===== src/design/rational_arith_unit_top_defines.svh =====
// assertion macros used by the back end of the rational arithmetic unit
`ifndef RATIONAL_ARITH_UNIT_TOP_DEFINES_SVH
`define RATIONAL_ARITH_UNIT_TOP_DEFINES_SVH

// same-cycle implication, disabled while in reset
`define RARU_ASSERT(label, clk, rst_n, ante, cons, msg) \
  label: assert property (@(posedge clk) disable iff (!rst_n) (ante) |-> (cons)) \
    else $error(msg);

// next-cycle implication, disabled while in reset
`define RARU_ASSERT_NEXT(label, clk, rst_n, ante, cons, msg) \
  label: assert property (@(posedge clk) disable iff (!rst_n) (ante) |=> (cons)) \
    else $error(msg);

`endif


===== src/design/raru_pkg.sv =====
// shared types, codes and constants of the rational arithmetic unit
`default_nettype none

package raru_pkg;

  localparam int WORD_BITS  = 32;
  localparam int FIELD_BITS = 32;
  localparam int SHIFT_BITS = $clog2(WORD_BITS);
  localparam int CNT_BITS   = $clog2(WORD_BITS);

  typedef logic [WORD_BITS-1:0]         word_t;
  typedef logic signed [WORD_BITS-1:0]  sword_t;
  typedef logic signed [FIELD_BITS-1:0] field_t;
  typedef logic [SHIFT_BITS-1:0]        shift_t;
  typedef logic [CNT_BITS-1:0]          cnt_t;

  // operation codes
  localparam logic [2:0] OP_MAKE = 3'd0;
  localparam logic [2:0] OP_ADD  = 3'd1;
  localparam logic [2:0] OP_SUB  = 3'd2;
  localparam logic [2:0] OP_MUL  = 3'd3;
  localparam logic [2:0] OP_DIV  = 3'd4;
  localparam logic [2:0] OP_LT   = 3'd5;
  localparam logic [2:0] OP_EQ   = 3'd6;

  // error codes
  localparam logic [1:0] ERR_OK   = 2'd0;
  localparam logic [1:0] ERR_ZDEN = 2'd1;
  localparam logic [1:0] ERR_DIVZ = 2'd2;

  // classified work item handed from front to back
  typedef struct packed {
    logic       build;
    word_t      num;
    word_t      den;
    logic       cmp;
    logic [1:0] err;
  } entry_t;

  typedef struct packed {
    logic   valid;
    entry_t data;
  } qpkt_t;

  typedef enum logic [1:0] {F_IDLE, F_MUL, F_PUSH} front_state_t;
  typedef enum logic [1:0] {B_IDLE, B_GCD, B_DIVN, B_DIVD} back_state_t;

endpackage

`default_nettype wire


===== src/design/raru_front.sv =====
// front end: captures a transaction, forms the wrapped products and classifies it
`default_nettype none

module raru_front (
  input  wire logic                  clk,
  input  wire logic                  rst_n,
  input  wire logic                  start,
  output logic                       busy,
  input  wire logic [2:0]            in_op,
  input  wire raru_pkg::field_t      in_a_num,
  input  wire raru_pkg::field_t      in_a_den,
  input  wire raru_pkg::field_t      in_b_num,
  input  wire raru_pkg::field_t      in_b_den,
  output raru_pkg::qpkt_t            push,
  input  wire logic                  q_full
);

  raru_pkg::front_state_t state_r, state_nxt;
  logic [1:0]      step_r, step_nxt;
  logic [2:0]      op_r;
  raru_pkg::word_t ap_r, aq_r, bp_r, bq_r;
  raru_pkg::word_t p0_r, p1_r, p2_r;
  raru_pkg::word_t mx, my, prod;
  raru_pkg::entry_t ent;
  logic            is_mul;

  assign busy   = (state_r != raru_pkg::F_IDLE);
  assign is_mul = (op_r == raru_pkg::OP_MUL);

  // one shared multiplier, operands picked per step
  always_comb begin
    case (step_r)
      2'd0: begin
        mx = ap_r;
        my = is_mul ? bp_r : bq_r;
      end
      2'd1: begin
        mx = is_mul ? aq_r : bp_r;
        my = is_mul ? bq_r : aq_r;
      end
      default: begin
        mx = aq_r;
        my = bq_r;
      end
    endcase
    prod = mx * my;
  end

  // classify the operation into a work item
  always_comb begin
    ent.build = 1'b0;
    ent.num   = '0;
    ent.den   = '0;
    ent.cmp   = 1'b0;
    ent.err   = raru_pkg::ERR_OK;
    unique case (op_r)
      raru_pkg::OP_MAKE: begin
        ent.build = 1'b1;
        ent.num   = ap_r;
        ent.den   = aq_r;
      end
      raru_pkg::OP_ADD: begin
        ent.build = 1'b1;
        ent.num   = p0_r + p1_r;
        ent.den   = p2_r;
      end
      raru_pkg::OP_SUB: begin
        ent.build = 1'b1;
        ent.num   = p0_r - p1_r;
        ent.den   = p2_r;
      end
      raru_pkg::OP_MUL: begin
        ent.build = 1'b1;
        ent.num   = p0_r;
        ent.den   = p1_r;
      end
      raru_pkg::OP_DIV: begin
        if (bp_r == '0) begin
          ent.err = raru_pkg::ERR_DIVZ;
        end else begin
          ent.build = 1'b1;
          ent.num   = p0_r;
          ent.den   = p1_r;
        end
      end
      raru_pkg::OP_LT: begin
        ent.cmp = ($signed(p0_r) < $signed(p1_r));
      end
      raru_pkg::OP_EQ: begin
        ent.cmp = (ap_r == bp_r) && (aq_r == bq_r);
      end
      default: begin
        ent.cmp = 1'b0;
      end
    endcase
    // zero denominator ends the item here
    if (ent.build && (ent.den == '0)) begin
      ent.build = 1'b0;
      ent.num   = '0;
      ent.err   = raru_pkg::ERR_ZDEN;
    end
  end

  // next state and queue push
  always_comb begin
    state_nxt  = state_r;
    step_nxt   = step_r;
    push.valid = 1'b0;
    push.data  = ent;
    unique case (state_r)
      raru_pkg::F_IDLE: begin
        if (start) begin
          state_nxt = raru_pkg::F_MUL;
          step_nxt  = 2'd0;
        end
      end
      raru_pkg::F_MUL: begin
        step_nxt = step_r + 2'd1;
        if (step_r == 2'd2) begin
          state_nxt = raru_pkg::F_PUSH;
        end
      end
      raru_pkg::F_PUSH: begin
        if (!q_full) begin
          push.valid = 1'b1;
          state_nxt  = raru_pkg::F_IDLE;
        end
      end
      default: state_nxt = raru_pkg::F_IDLE;
    endcase
  end

  // control registers
  always_ff @(posedge clk) begin
    if (!rst_n) begin
      state_r <= raru_pkg::F_IDLE;
      step_r  <= 2'd0;
    end else begin
      state_r <= state_nxt;
      step_r  <= step_nxt;
    end
  end

  // operand capture and product registers
  always_ff @(posedge clk) begin
    if ((state_r == raru_pkg::F_IDLE) && start) begin
      op_r <= in_op;
      ap_r <= raru_pkg::word_t'(raru_pkg::sword_t'(in_a_num));
      aq_r <= raru_pkg::word_t'(raru_pkg::sword_t'(in_a_den));
      bp_r <= raru_pkg::word_t'(raru_pkg::sword_t'(in_b_num));
      bq_r <= raru_pkg::word_t'(raru_pkg::sword_t'(in_b_den));
    end
    if (state_r == raru_pkg::F_MUL) begin
      case (step_r)
        2'd0:    p0_r <= prod;
        2'd1:    p1_r <= prod;
        default: p2_r <= prod;
      endcase
    end
  end

endmodule

`default_nettype wire


===== src/design/raru_queue.sv =====
// two-entry queue between front end and back end
`default_nettype none

module raru_queue (
  input  wire logic            clk,
  input  wire logic            rst_n,
  input  wire raru_pkg::qpkt_t push,
  output logic                 full,
  output raru_pkg::qpkt_t      head,
  input  wire logic            pop
);

  raru_pkg::entry_t mem_r [2];
  logic       wr_ptr_r, rd_ptr_r;
  logic [1:0] count_r;

  assign full       = (count_r == 2'd2);
  assign head.valid = (count_r != 2'd0);
  assign head.data  = mem_r[rd_ptr_r];

  // pointers and fill count
  always_ff @(posedge clk) begin
    if (!rst_n) begin
      wr_ptr_r <= 1'b0;
      rd_ptr_r <= 1'b0;
      count_r  <= 2'd0;
    end else begin
      if (push.valid) wr_ptr_r <= ~wr_ptr_r;
      if (pop)        rd_ptr_r <= ~rd_ptr_r;
      count_r <= count_r + {1'b0, push.valid} - {1'b0, pop};
    end
  end

  // entry storage
  always_ff @(posedge clk) begin
    if (push.valid) mem_r[wr_ptr_r] <= push.data;
  end

endmodule

`default_nettype wire


===== src/design/raru_back.sv =====
// back end: binary gcd and two exact divisions, then the result strobe
`default_nettype none

`include "rational_arith_unit_top_defines.svh"

module raru_back (
  input  wire logic            clk,
  input  wire logic            rst_n,
  input  wire raru_pkg::qpkt_t head,
  output logic                 pop,
  output logic                 out_valid,
  output raru_pkg::field_t     out_res_num,
  output raru_pkg::field_t     out_res_den,
  output logic                 out_compare_true,
  output logic [1:0]           out_error_code
);

  localparam int W = raru_pkg::WORD_BITS;

  raru_pkg::back_state_t state_r, state_nxt;
  raru_pkg::word_t  u_r, u_nxt, v_r, v_nxt, g_r, g_nxt;
  raru_pkg::word_t  mp_r, mp_nxt, mq_r, mq_nxt;
  raru_pkg::word_t  quo_r, quo_nxt, rn_r, rn_nxt;
  logic [W:0]       rem_r, rem_nxt, rem_sh;
  raru_pkg::shift_t k_r, k_nxt;
  raru_pkg::cnt_t   cnt_r, cnt_nxt;
  logic             neg_r, neg_nxt, ge;
  logic             out_valid_r, out_valid_nxt;
  raru_pkg::word_t  res_num_r, res_num_nxt, res_den_r, res_den_nxt;
  logic             cmp_r, cmp_nxt;
  logic [1:0]       err_r, err_nxt;
  raru_pkg::word_t  quo_step;

  function automatic raru_pkg::word_t mag(input raru_pkg::word_t v);
    mag = v[W-1] ? (~v + 1'b1) : v;
  endfunction

  assign out_valid        = out_valid_r;
  assign out_res_num      = raru_pkg::field_t'(raru_pkg::sword_t'(res_num_r));
  assign out_res_den      = raru_pkg::field_t'(raru_pkg::sword_t'(res_den_r));
  assign out_compare_true = cmp_r;
  assign out_error_code   = err_r;

  // one restoring division step
  always_comb begin
    rem_sh   = {rem_r[W-1:0], quo_r[W-1]};
    ge       = (rem_sh >= {1'b0, g_r});
    quo_step = {quo_r[W-2:0], ge};
  end

  // sequencer
  always_comb begin
    state_nxt     = state_r;
    u_nxt         = u_r;
    v_nxt         = v_r;
    g_nxt         = g_r;
    k_nxt         = k_r;
    mp_nxt        = mp_r;
    mq_nxt        = mq_r;
    neg_nxt       = neg_r;
    quo_nxt       = quo_r;
    rem_nxt       = rem_r;
    cnt_nxt       = cnt_r;
    rn_nxt        = rn_r;
    out_valid_nxt = 1'b0;
    res_num_nxt   = res_num_r;
    res_den_nxt   = res_den_r;
    cmp_nxt       = cmp_r;
    err_nxt       = err_r;
    pop           = 1'b0;
    unique case (state_r)
      raru_pkg::B_IDLE: begin
        if (head.valid) begin
          pop = 1'b1;
          if (head.data.build) begin
            mp_nxt    = mag(head.data.num);
            mq_nxt    = mag(head.data.den);
            u_nxt     = mag(head.data.num);
            v_nxt     = mag(head.data.den);
            k_nxt     = '0;
            neg_nxt   = head.data.num[W-1] ^ head.data.den[W-1];
            state_nxt = raru_pkg::B_GCD;
          end else begin
            out_valid_nxt = 1'b1;
            res_num_nxt   = '0;
            res_den_nxt   = raru_pkg::word_t'(1);
            cmp_nxt       = head.data.cmp;
            err_nxt       = head.data.err;
          end
        end
      end
      raru_pkg::B_GCD: begin
        if (u_r == '0) begin
          g_nxt     = v_r << k_r;
          quo_nxt   = mp_r;
          rem_nxt   = '0;
          cnt_nxt   = '0;
          state_nxt = raru_pkg::B_DIVN;
        end else if (!u_r[0] && !v_r[0]) begin
          u_nxt = u_r >> 1;
          v_nxt = v_r >> 1;
          k_nxt = k_r + 1'b1;
        end else if (!u_r[0]) begin
          u_nxt = u_r >> 1;
        end else if (!v_r[0]) begin
          v_nxt = v_r >> 1;
        end else if (u_r >= v_r) begin
          u_nxt = (u_r - v_r) >> 1;
        end else begin
          v_nxt = (v_r - u_r) >> 1;
        end
      end
      raru_pkg::B_DIVN: begin
        rem_nxt = ge ? (rem_sh - {1'b0, g_r}) : rem_sh;
        quo_nxt = quo_step;
        cnt_nxt = cnt_r + 1'b1;
        if (cnt_r == raru_pkg::cnt_t'(W - 1)) begin
          rn_nxt    = quo_step;
          quo_nxt   = mq_r;
          rem_nxt   = '0;
          cnt_nxt   = '0;
          state_nxt = raru_pkg::B_DIVD;
        end
      end
      raru_pkg::B_DIVD: begin
        rem_nxt = ge ? (rem_sh - {1'b0, g_r}) : rem_sh;
        quo_nxt = quo_step;
        cnt_nxt = cnt_r + 1'b1;
        if (cnt_r == raru_pkg::cnt_t'(W - 1)) begin
          out_valid_nxt = 1'b1;
          res_num_nxt   = neg_r ? (~rn_r + 1'b1) : rn_r;
          res_den_nxt   = quo_step;
          cmp_nxt       = 1'b0;
          err_nxt       = raru_pkg::ERR_OK;
          state_nxt     = raru_pkg::B_IDLE;
        end
      end
      default: state_nxt = raru_pkg::B_IDLE;
    endcase
  end

  // control registers
  always_ff @(posedge clk) begin
    if (!rst_n) begin
      state_r     <= raru_pkg::B_IDLE;
      out_valid_r <= 1'b0;
    end else begin
      state_r     <= state_nxt;
      out_valid_r <= out_valid_nxt;
    end
  end

  // datapath registers
  always_ff @(posedge clk) begin
    u_r       <= u_nxt;
    v_r       <= v_nxt;
    g_r       <= g_nxt;
    k_r       <= k_nxt;
    mp_r      <= mp_nxt;
    mq_r      <= mq_nxt;
    neg_r     <= neg_nxt;
    quo_r     <= quo_nxt;
    rem_r     <= rem_nxt;
    cnt_r     <= cnt_nxt;
    rn_r      <= rn_nxt;
    res_num_r <= res_num_nxt;
    res_den_r <= res_den_nxt;
    cmp_r     <= cmp_nxt;
    err_r     <= err_nxt;
  end

  `RARU_ASSERT(a_err_zero_frac, clk, rst_n, out_valid_r && (err_r != raru_pkg::ERR_OK), (res_num_r == '0) && (res_den_r == raru_pkg::word_t'(1)), "error result not 0/1")
  `RARU_ASSERT(a_cmp_no_err, clk, rst_n, out_valid_r && cmp_r, err_r == raru_pkg::ERR_OK, "compare result with error")
  `RARU_ASSERT(a_gcd_v_nonzero, clk, rst_n, state_r == raru_pkg::B_GCD, v_r != '0, "gcd operand vanished")
  `RARU_ASSERT(a_pop_has_head, clk, rst_n, pop, head.valid, "pop from empty queue")
  `RARU_ASSERT_NEXT(a_gcd_to_div, clk, rst_n, (state_r == raru_pkg::B_GCD) && (u_r == '0), state_r == raru_pkg::B_DIVN, "gcd did not hand off")

endmodule

`default_nettype wire


===== src/design/rational_arith_unit_top.sv =====
// Rational arithmetic unit: make, add, subtract, multiply, divide, less-than and equal on
// 32-bit numerator/denominator fractions, results reduced by gcd with the sign on the
// numerator. A transaction is taken when start is high and busy is low; the front end
// forms the wrapped products on one shared multiplier, then hands the item to a two-entry
// queue, waiting while it is full, so busy drops while the back end still works. Each
// result appears for exactly one cycle with out_valid high and cannot be held off.
// Compare, error and odd-opcode items skip the reduction; a reduced fraction goes through
// binary gcd steps and then restoring division of numerator and denominator by the gcd,
// all in the single gcd/divide unit of the back end, which takes one item at a time.
`default_nettype none

module rational_arith_unit_top (
  input  wire logic             clk,
  input  wire logic             rst_n,
  input  wire logic             start,
  output logic                  busy,
  input  wire logic [2:0]       in_op,
  input  wire logic signed [31:0] in_a_num,
  input  wire logic signed [31:0] in_a_den,
  input  wire logic signed [31:0] in_b_num,
  input  wire logic signed [31:0] in_b_den,
  output logic                  out_valid,
  output logic signed [31:0]    out_res_num,
  output logic signed [31:0]    out_res_den,
  output logic                  out_compare_true,
  output logic [1:0]            out_error_code
);

  raru_pkg::qpkt_t push, head;
  logic            q_full, pop;

  // accept and classify
  raru_front u_front (
    .clk      (clk),
    .rst_n    (rst_n),
    .start    (start),
    .busy     (busy),
    .in_op    (in_op),
    .in_a_num (in_a_num),
    .in_a_den (in_a_den),
    .in_b_num (in_b_num),
    .in_b_den (in_b_den),
    .push     (push),
    .q_full   (q_full)
  );

  // decoupling queue
  raru_queue u_queue (
    .clk   (clk),
    .rst_n (rst_n),
    .push  (push),
    .full  (q_full),
    .head  (head),
    .pop   (pop)
  );

  // reduce and deliver
  raru_back u_back (
    .clk              (clk),
    .rst_n            (rst_n),
    .head             (head),
    .pop              (pop),
    .out_valid        (out_valid),
    .out_res_num      (out_res_num),
    .out_res_den      (out_res_den),
    .out_compare_true (out_compare_true),
    .out_error_code   (out_error_code)
  );

endmodule

`default_nettype wire


===== config.mk =====
export PLATFORM = sky130hd
export DESIGN_NAME = rational_arith_unit_top
export DESIGN_NICKNAME = d
export VERILOG_FILES = /design/src/design/raru_pkg.sv /design/src/design/raru_front.sv /design/src/design/raru_queue.sv /design/src/design/raru_back.sv /design/src/design/rational_arith_unit_top.sv
export VERILOG_INCLUDE_DIRS = /design/src /design/src/design
export SDC_FILE = /design/constraint.sdc
export NUM_CORES = 2
export LEC_CHECK = 0
export ABC_AREA = 1
export BUFFER_PORTS_ARGS = -buffer_cell sky130_fd_sc_hd__buf_4
export CAP_MARGIN = 20
export CORE_MARGIN = 1.5
export CORE_UTILIZATION = 50
export CTS_CLUSTER_DIAMETER = 60
export DETAILED_ROUTE_END_ITERATION = 12
export MAX_ROUTING_LAYER = met4
export PLACE_DENSITY = 0.69
export SLEW_MARGIN = 0
export SYNTH_ARGS = -nofsm -noshare
export SYNTH_HDL_FRONTEND = slang
export SYNTH_HIERARCHICAL = 1
export SYNTH_SLANG_ARGS = --single-unit

===== constraint.sdc =====
create_clock -name clk -period 9.97 [get_ports clk]
set_input_delay 1.994 -clock clk [delete_from_list [all_inputs] [get_ports clk]]
set_output_delay 1.994 -clock clk [all_outputs]
set_load 0.02 [all_outputs]

* Word level (Yosys, flattened, before mapping)
Memories as Yosys holds them, arrays and structs flattened. A register that Yosys moved wholly into a read port is not among the register bits.
Index checks and enable logic that the tools add are counted.
** Cells by class
- Reduce and logical (&&, ||, !) cells :: 36
- $add $sub $neg :: 13
- Bitwise logic cells :: 7
- $lt $le $gt $ge :: 3
- $mul :: 1
- Eq/ne operators :: 32
- Muxes and demuxes :: 85
- Shifts and indexed selects :: 1
** Operator list (number)
- 32-bit two-way mux :: 31
- 32-bit case mux with 2 select lines :: 6
- 65-bit case mux with 5 select lines :: 1
- 32-bit case mux with 3 select lines :: 2
- 32-bit subtractor :: 4
- 32-bit by 1-bit adder with 32-bit output (second input constant) :: 3
- 32-bit logical NOT :: 3
- 32-bit NOT :: 3
- 65-bit two-way mux :: 1
- 32-bit equality test :: 2
- 33-bit by 32-bit greater-or-equal comparator with 1-bit output :: 1
- 33-bit two-way mux :: 1
- 32-bit adder :: 1
- 32-bit greater-or-equal comparator :: 1
- 32-bit less-than comparator :: 1
- 32-bit by 32-bit multiplier with 32-bit output :: 1
- 32-bit by 5-bit << shifter with 32-bit output :: 1
- 5-bit two-way mux :: 6
- 2-bit two-way mux :: 14
- 5-bit case mux with 3 select lines :: 1
- 5-bit AND reduction :: 3
- 1-bit two-way mux :: 14
- 2-bit AND reduction :: 7
- 2-bit inequality test (second input constant) :: 6
- other kinds (30) :: 64
** Word-level totals
- Input port bits :: 134
- RAM bits :: 136
- Memories :: 1
- Output and inout port bits :: 69
- Register bits :: 572
** Memory list
- u_queue.mem_r :: depth 2, width 68, read ports 1, clocked after Yosys merged registers in 1, write ports 1, line raru_queue.sv:13 : raru_pkg::entry_t mem_r [2];

* Logic depth before layout (Yosys ltp)
- Depth after elaboration :: 7
- Mapped depth :: 41
- Gate-level depth less buffers :: 38

* Hierarchy
The synthesis kept the hierarchy.
** By module, submodules not included
- raru_front :: cells an instance 3773, times used 1, area an instance 30390.4 um^2
- raru_back :: cells an instance 3364, times used 1, area an instance 24602.3 um^2
- raru_queue :: cells an instance 245, times used 1, area an instance 5222.5 um^2

* Worst setup path before layout
Ideal clock, no wire load.
- Path type :: input to register
- From :: in start
- To :: reg u_front.ap_r[0] (enable)
- Setup slack :: 1.857 ns
- Stages :: 2
- Setup time :: 0.626 ns
- Path buffers :: 0
- Data arrival time :: 7.487 ns
- Cell sequence :: inv_1 -> nor2_1
** On the way
- Cells in the longest elaborated chain, start to end :: 1
** RTL lines
- start: declaration :: line rational_arith_unit_top.sv:15 : input wire logic start,
- 1-bit logical AND :: line raru_front.sv:146 : if ((state_r == raru_pkg::F_IDLE) && start) begin
- end signal: assignment :: line raru_front.sv:148 : ap_r <= raru_pkg::word_t'(raru_pkg::sword_t'(in_a_num));
- end: declaration :: line raru_front.sv:21 : raru_pkg::word_t ap_r, aq_r, bp_r, bq_r;
No other way between the ends.
A chain may end at the register's enable or synchronous reset.

* Worst setup path after layout
- From :: reg u_front.step_r[1]
- To :: reg u_front.p2_r[30] (data pin)
** On the way
- Cells in the longest elaborated chain, start to end :: 3
** RTL lines
- start: declaration :: line raru_front.sv:19 : logic [1:0] step_r, step_nxt;
- start signal: assignment :: line raru_front.sv:140 : step_r <= step_nxt;
- 2-bit by 1-bit equality test with 1-bit output / 2-bit logical NOT (equally long branches) :: line raru_front.sv:32 : case (step_r)
- 32-bit case mux with 2 select lines :: line raru_front.sv:32
- 32-bit by 32-bit multiplier with 32-bit output (*) :: line raru_front.sv:46 : prod = mx * my;
- named net u_front.prod[30] :: line raru_front.sv:23 : raru_pkg::word_t mx, my, prod;
- end signal: assignment :: line raru_front.sv:157 : default: p2_r <= prod;
- end: declaration :: line raru_front.sv:22 : raru_pkg::word_t p0_r, p1_r, p2_r;
The timed path passes the listed nets; every way through them passes the cells marked *.

==> run_results.csv <==
group,metric,value,unit
yosys,seq_area_frac_synth,0.3516,
clocking,cts_sinks,709,
setup_path,worstSetupPathType,"reg2reg",
floorplanning,die_width,350.0,um
global_routing,grt_pass1_vias,51160,
place,gp_congestion,1.033,
yosys,synth-edff-count,697,
clocking,insertion_delay,740,ps
sta,final_max_slew_viol_count,2,
setup_path,cp_num_buf_inv,9,
job,max_cap_viol_count,0,
finish,fin_util,0.5557,
finish,drive_above_1_share,0.08814,
sta,worst_pin_slew,1512,ps
finish,final_cell_mix,"nand2_1, inv_1, nor2_1, edfxtp_1, fa_1",
run_status,violations,"slew limit",
clocking,cts-htree-levels,3,
clocking,postCtsSetupBuffers,0,
floorplanning,io_pins,203,
setup_path,critPathLaunchType,"register",
global_routing,grt_overflow,0,
route,initialDrtViolationCount,6204,
sta,rsz0062_at_grt,"no",
floorplanning,num_rows,127,
finish,stdcell_area,66490,um^2
sta,finalCriticalPeriod,9523,ps
finish,nFillCells,11100,
setup_path,crit_family,"adder cells",
global_routing,grt_use_total,0.3935,
global_routing,antenna_found_initial,10,
yosys,syn_avg_cell_area,8.157,um^2
finish,instances_no_fill,9233,
yosys,yosysWarnings,6,
setup_path,endpoint_kind,"register",
sta,setup_viol,0,
hold_path,hold_class,"reg2reg",
setup_path,critPathMaxStageDelay,610,ps
place,postPlaceCellArea,63630,um^2
route,wl_per_cell,25.44,um
global_routing,grt_max_degree,78,
finish,final-seq-area,21170,um^2
run_status,status,"finished, violations left",
setup_path,slowest_stage,"clkinv_1",
setup_path,ff2ff_setup_slack,450,ps
clocking,numCtsBuffers,86,
floorplanning,core_area,119700,um^2
setup_path,r2r-end,"u_front/p2_r[30]",
setup_path,cp.required,10370,ps
global_routing,grt_pass1_wl,338800,um
clocking,cts_root_buf,"clkbuf_16",
sta,maxSlewHeadroom,-0.007879,
place,hpwl,188800,um
setup_path,cpMostUsedCell,"fa_1",
route,wl,234900,um
yosys,async_flop_share,0,
yosys,synth_top_flop_cell,"edfxtp_1",
setup_path,crit_path_end,"u_front/p2_r[30]",
route,ant_nets,0,
setup_path,rr_worst_depth,34,
floorplanning,die_area,122500,um^2
route,drcViolationCount,0,
setup_path,worst-path-max-fanout,18,
setup_path,reg2reg_from,"u_front/step_r[1]",
finish,layout.nets,8389,
yosys,synth_area,60220,um^2
yosys,syn_inst,7382,
clocking,cts_buffer_depth,3,
finish,layout_commonest_cell,"nand2_1",
route,vias,53000,
finish,area.growth.synth_to_final,10.43,%
clocking,clk_pin_slew,60,ps
clocking,cts_tree,"built",
place,dp.cells,9069,
sta,period_share,0.9551,
sta,finalSetupTns,0,ps
sta,fin_skew,92.54,ps
setup_path,worstSetupStartpoint,"u_front/step_r[1]",
sta,finalHoldViolations,0,
route,firstDrtPassIters,7,
floorplanning,initial_core_util,0.5032,
clocking,post_cts_resized,0,
finish,multi_input_area,33210,um^2
clocking,cts_hold_buf,0,
route,vias_per_cell,5.740,
floorplanning,die_y,350.0,um
setup_path,crit_cells,34,
setup_path,arrival,9920,ps
yosys,synth_nets,8226,
sta,max_freq,105.0,MHz
place,port-buffer-count,202,
yosys,ys_ff_latch,709,
yosys,synth_cell_types,65,
==> flip-flops by register name, summed over array words and instances, names as in the netlist, 3 cells and up, named ones only <==
signal and cells:
u_front/bp_r 32, u_front/p2_r 32, u_back/mq_r 32, u_back/rem_r 32
u_back/rn_r 32, u_front/p0_r 32, u_front/op_r 3, u_back/g_r 32
u_back/v_r 32, u_back/mp_r 32, u_back/quo_r 32, u_front/ap_r 32
u_front/bq_r 32, u_queue/mem_r 136, u_back/out_res_den 32, u_back/u_r 32
u_front/aq_r 32, u_back/k_r 5, u_back/cnt_r 5, u_back/out_res_num 32
u_front/p1_r 32
==> cell families (layout without fill, tap and decap cells) <==
group,Yosys count,count (layout),share of synthesized area
AND/OR/NAND/NOR,3269,3269,0.2241
buffers and inverters,1532,1763,0.09845
AO/OA/AOI/OAI,893,893,0.08322
adder cells (fa/ha/maj),710,710,0.1990
flip-flops,709,709,0.3516
XOR/XNOR,182,182,0.02647
multiplexers,87,87,0.01712
other,0,8,0
==> worst min path at each step <==
stage                                  from                 to  slack, ps  cells past startpoint
after floorplan             u_back/quo_r[9]    u_back/rn_r[10]        450                      0
after global placement     u_queue/rd_ptr_r   u_queue/rd_ptr_r        470                      2
after detailed placement   u_back/quo_r[11]    u_back/rn_r[12]        480                      0
after CTS                 u_front/step_r[1]  u_front/step_r[1]        500                      2
after global routing       u_back/quo_r[11]    u_back/rn_r[12]        520                      0
final                      u_back/quo_r[12]    u_back/rn_r[13]        490                      0
==> cells in the mapped netlist, drive strengths merged, types with 54 or more instances <==
| cell type | number | share of area |
|---|---|---|
| nand3 | 393 | 0.033 |
| o21ai | 335 | 0.028 |
| ha | 297 | 0.062 |
| xor2 | 124 | 0.018 |
| mux2 | 68 | 0.014 |
| a21oi | 383 | 0.033 |
| xnor2 | 58 | 0.0084 |
| nor3 | 54 | 0.0047 |
| fa | 413 | 0.14 |
| inv | 1280 | 0.080 |
| clkbuf | 175 | 0.011 |
| buf | 66 | 0.0070 |
| nand2 | 1803 | 0.11 |
| edfxtp | 697 | 0.35 |
| nor2 | 870 | 0.056 |
| nand4 | 72 | 0.0075 |
==> metrics by stage <==
stage	hold slack, ps	setup slack, ps
2_1_floorplan	450.7	1857
3_3_place_gp	473.6	750.1
3_5_place_dp	483.5	528.7
4_1_cts	496.6	497.9
5_1_grt	519.0	136.0
6_report	492.9	447.3
==> layout make-up <==
class                           instances  area share
Timing Repair Buffer                  316     0.03586
Multi-Input combinational cell       5141      0.4995
Clock buffer                           95     0.03302
Sequential cell                       709      0.3184
Antenna cell                            8   0.0003011
Clock inverter                         61    0.009691
Tap cell                             1612     0.03033
Inverter                             1291     0.07290
==> per-layer routing <==
| metal | share of wire | GRT usage | routed length, um | vias to the layer above |
|---|---|---|---|---|
| met4 | 0.058 | 0.1898 | 13530 | 0 |
| li1 | - | - | - | 23900 |
| met5 | 0 | - | 0 | - |
| met1 | 0.41 | 0.5137 | 96060 | 25750 |
| met2 | 0.45 | 0.5985 | 105500 | 2790 |
| met3 | 0.085 | 0.06314 | 19870 | 552 |
Power is left out: the tool's default activity adds up to more than one toggle a clock period on the data nets, which glitch-free logic cannot reach.
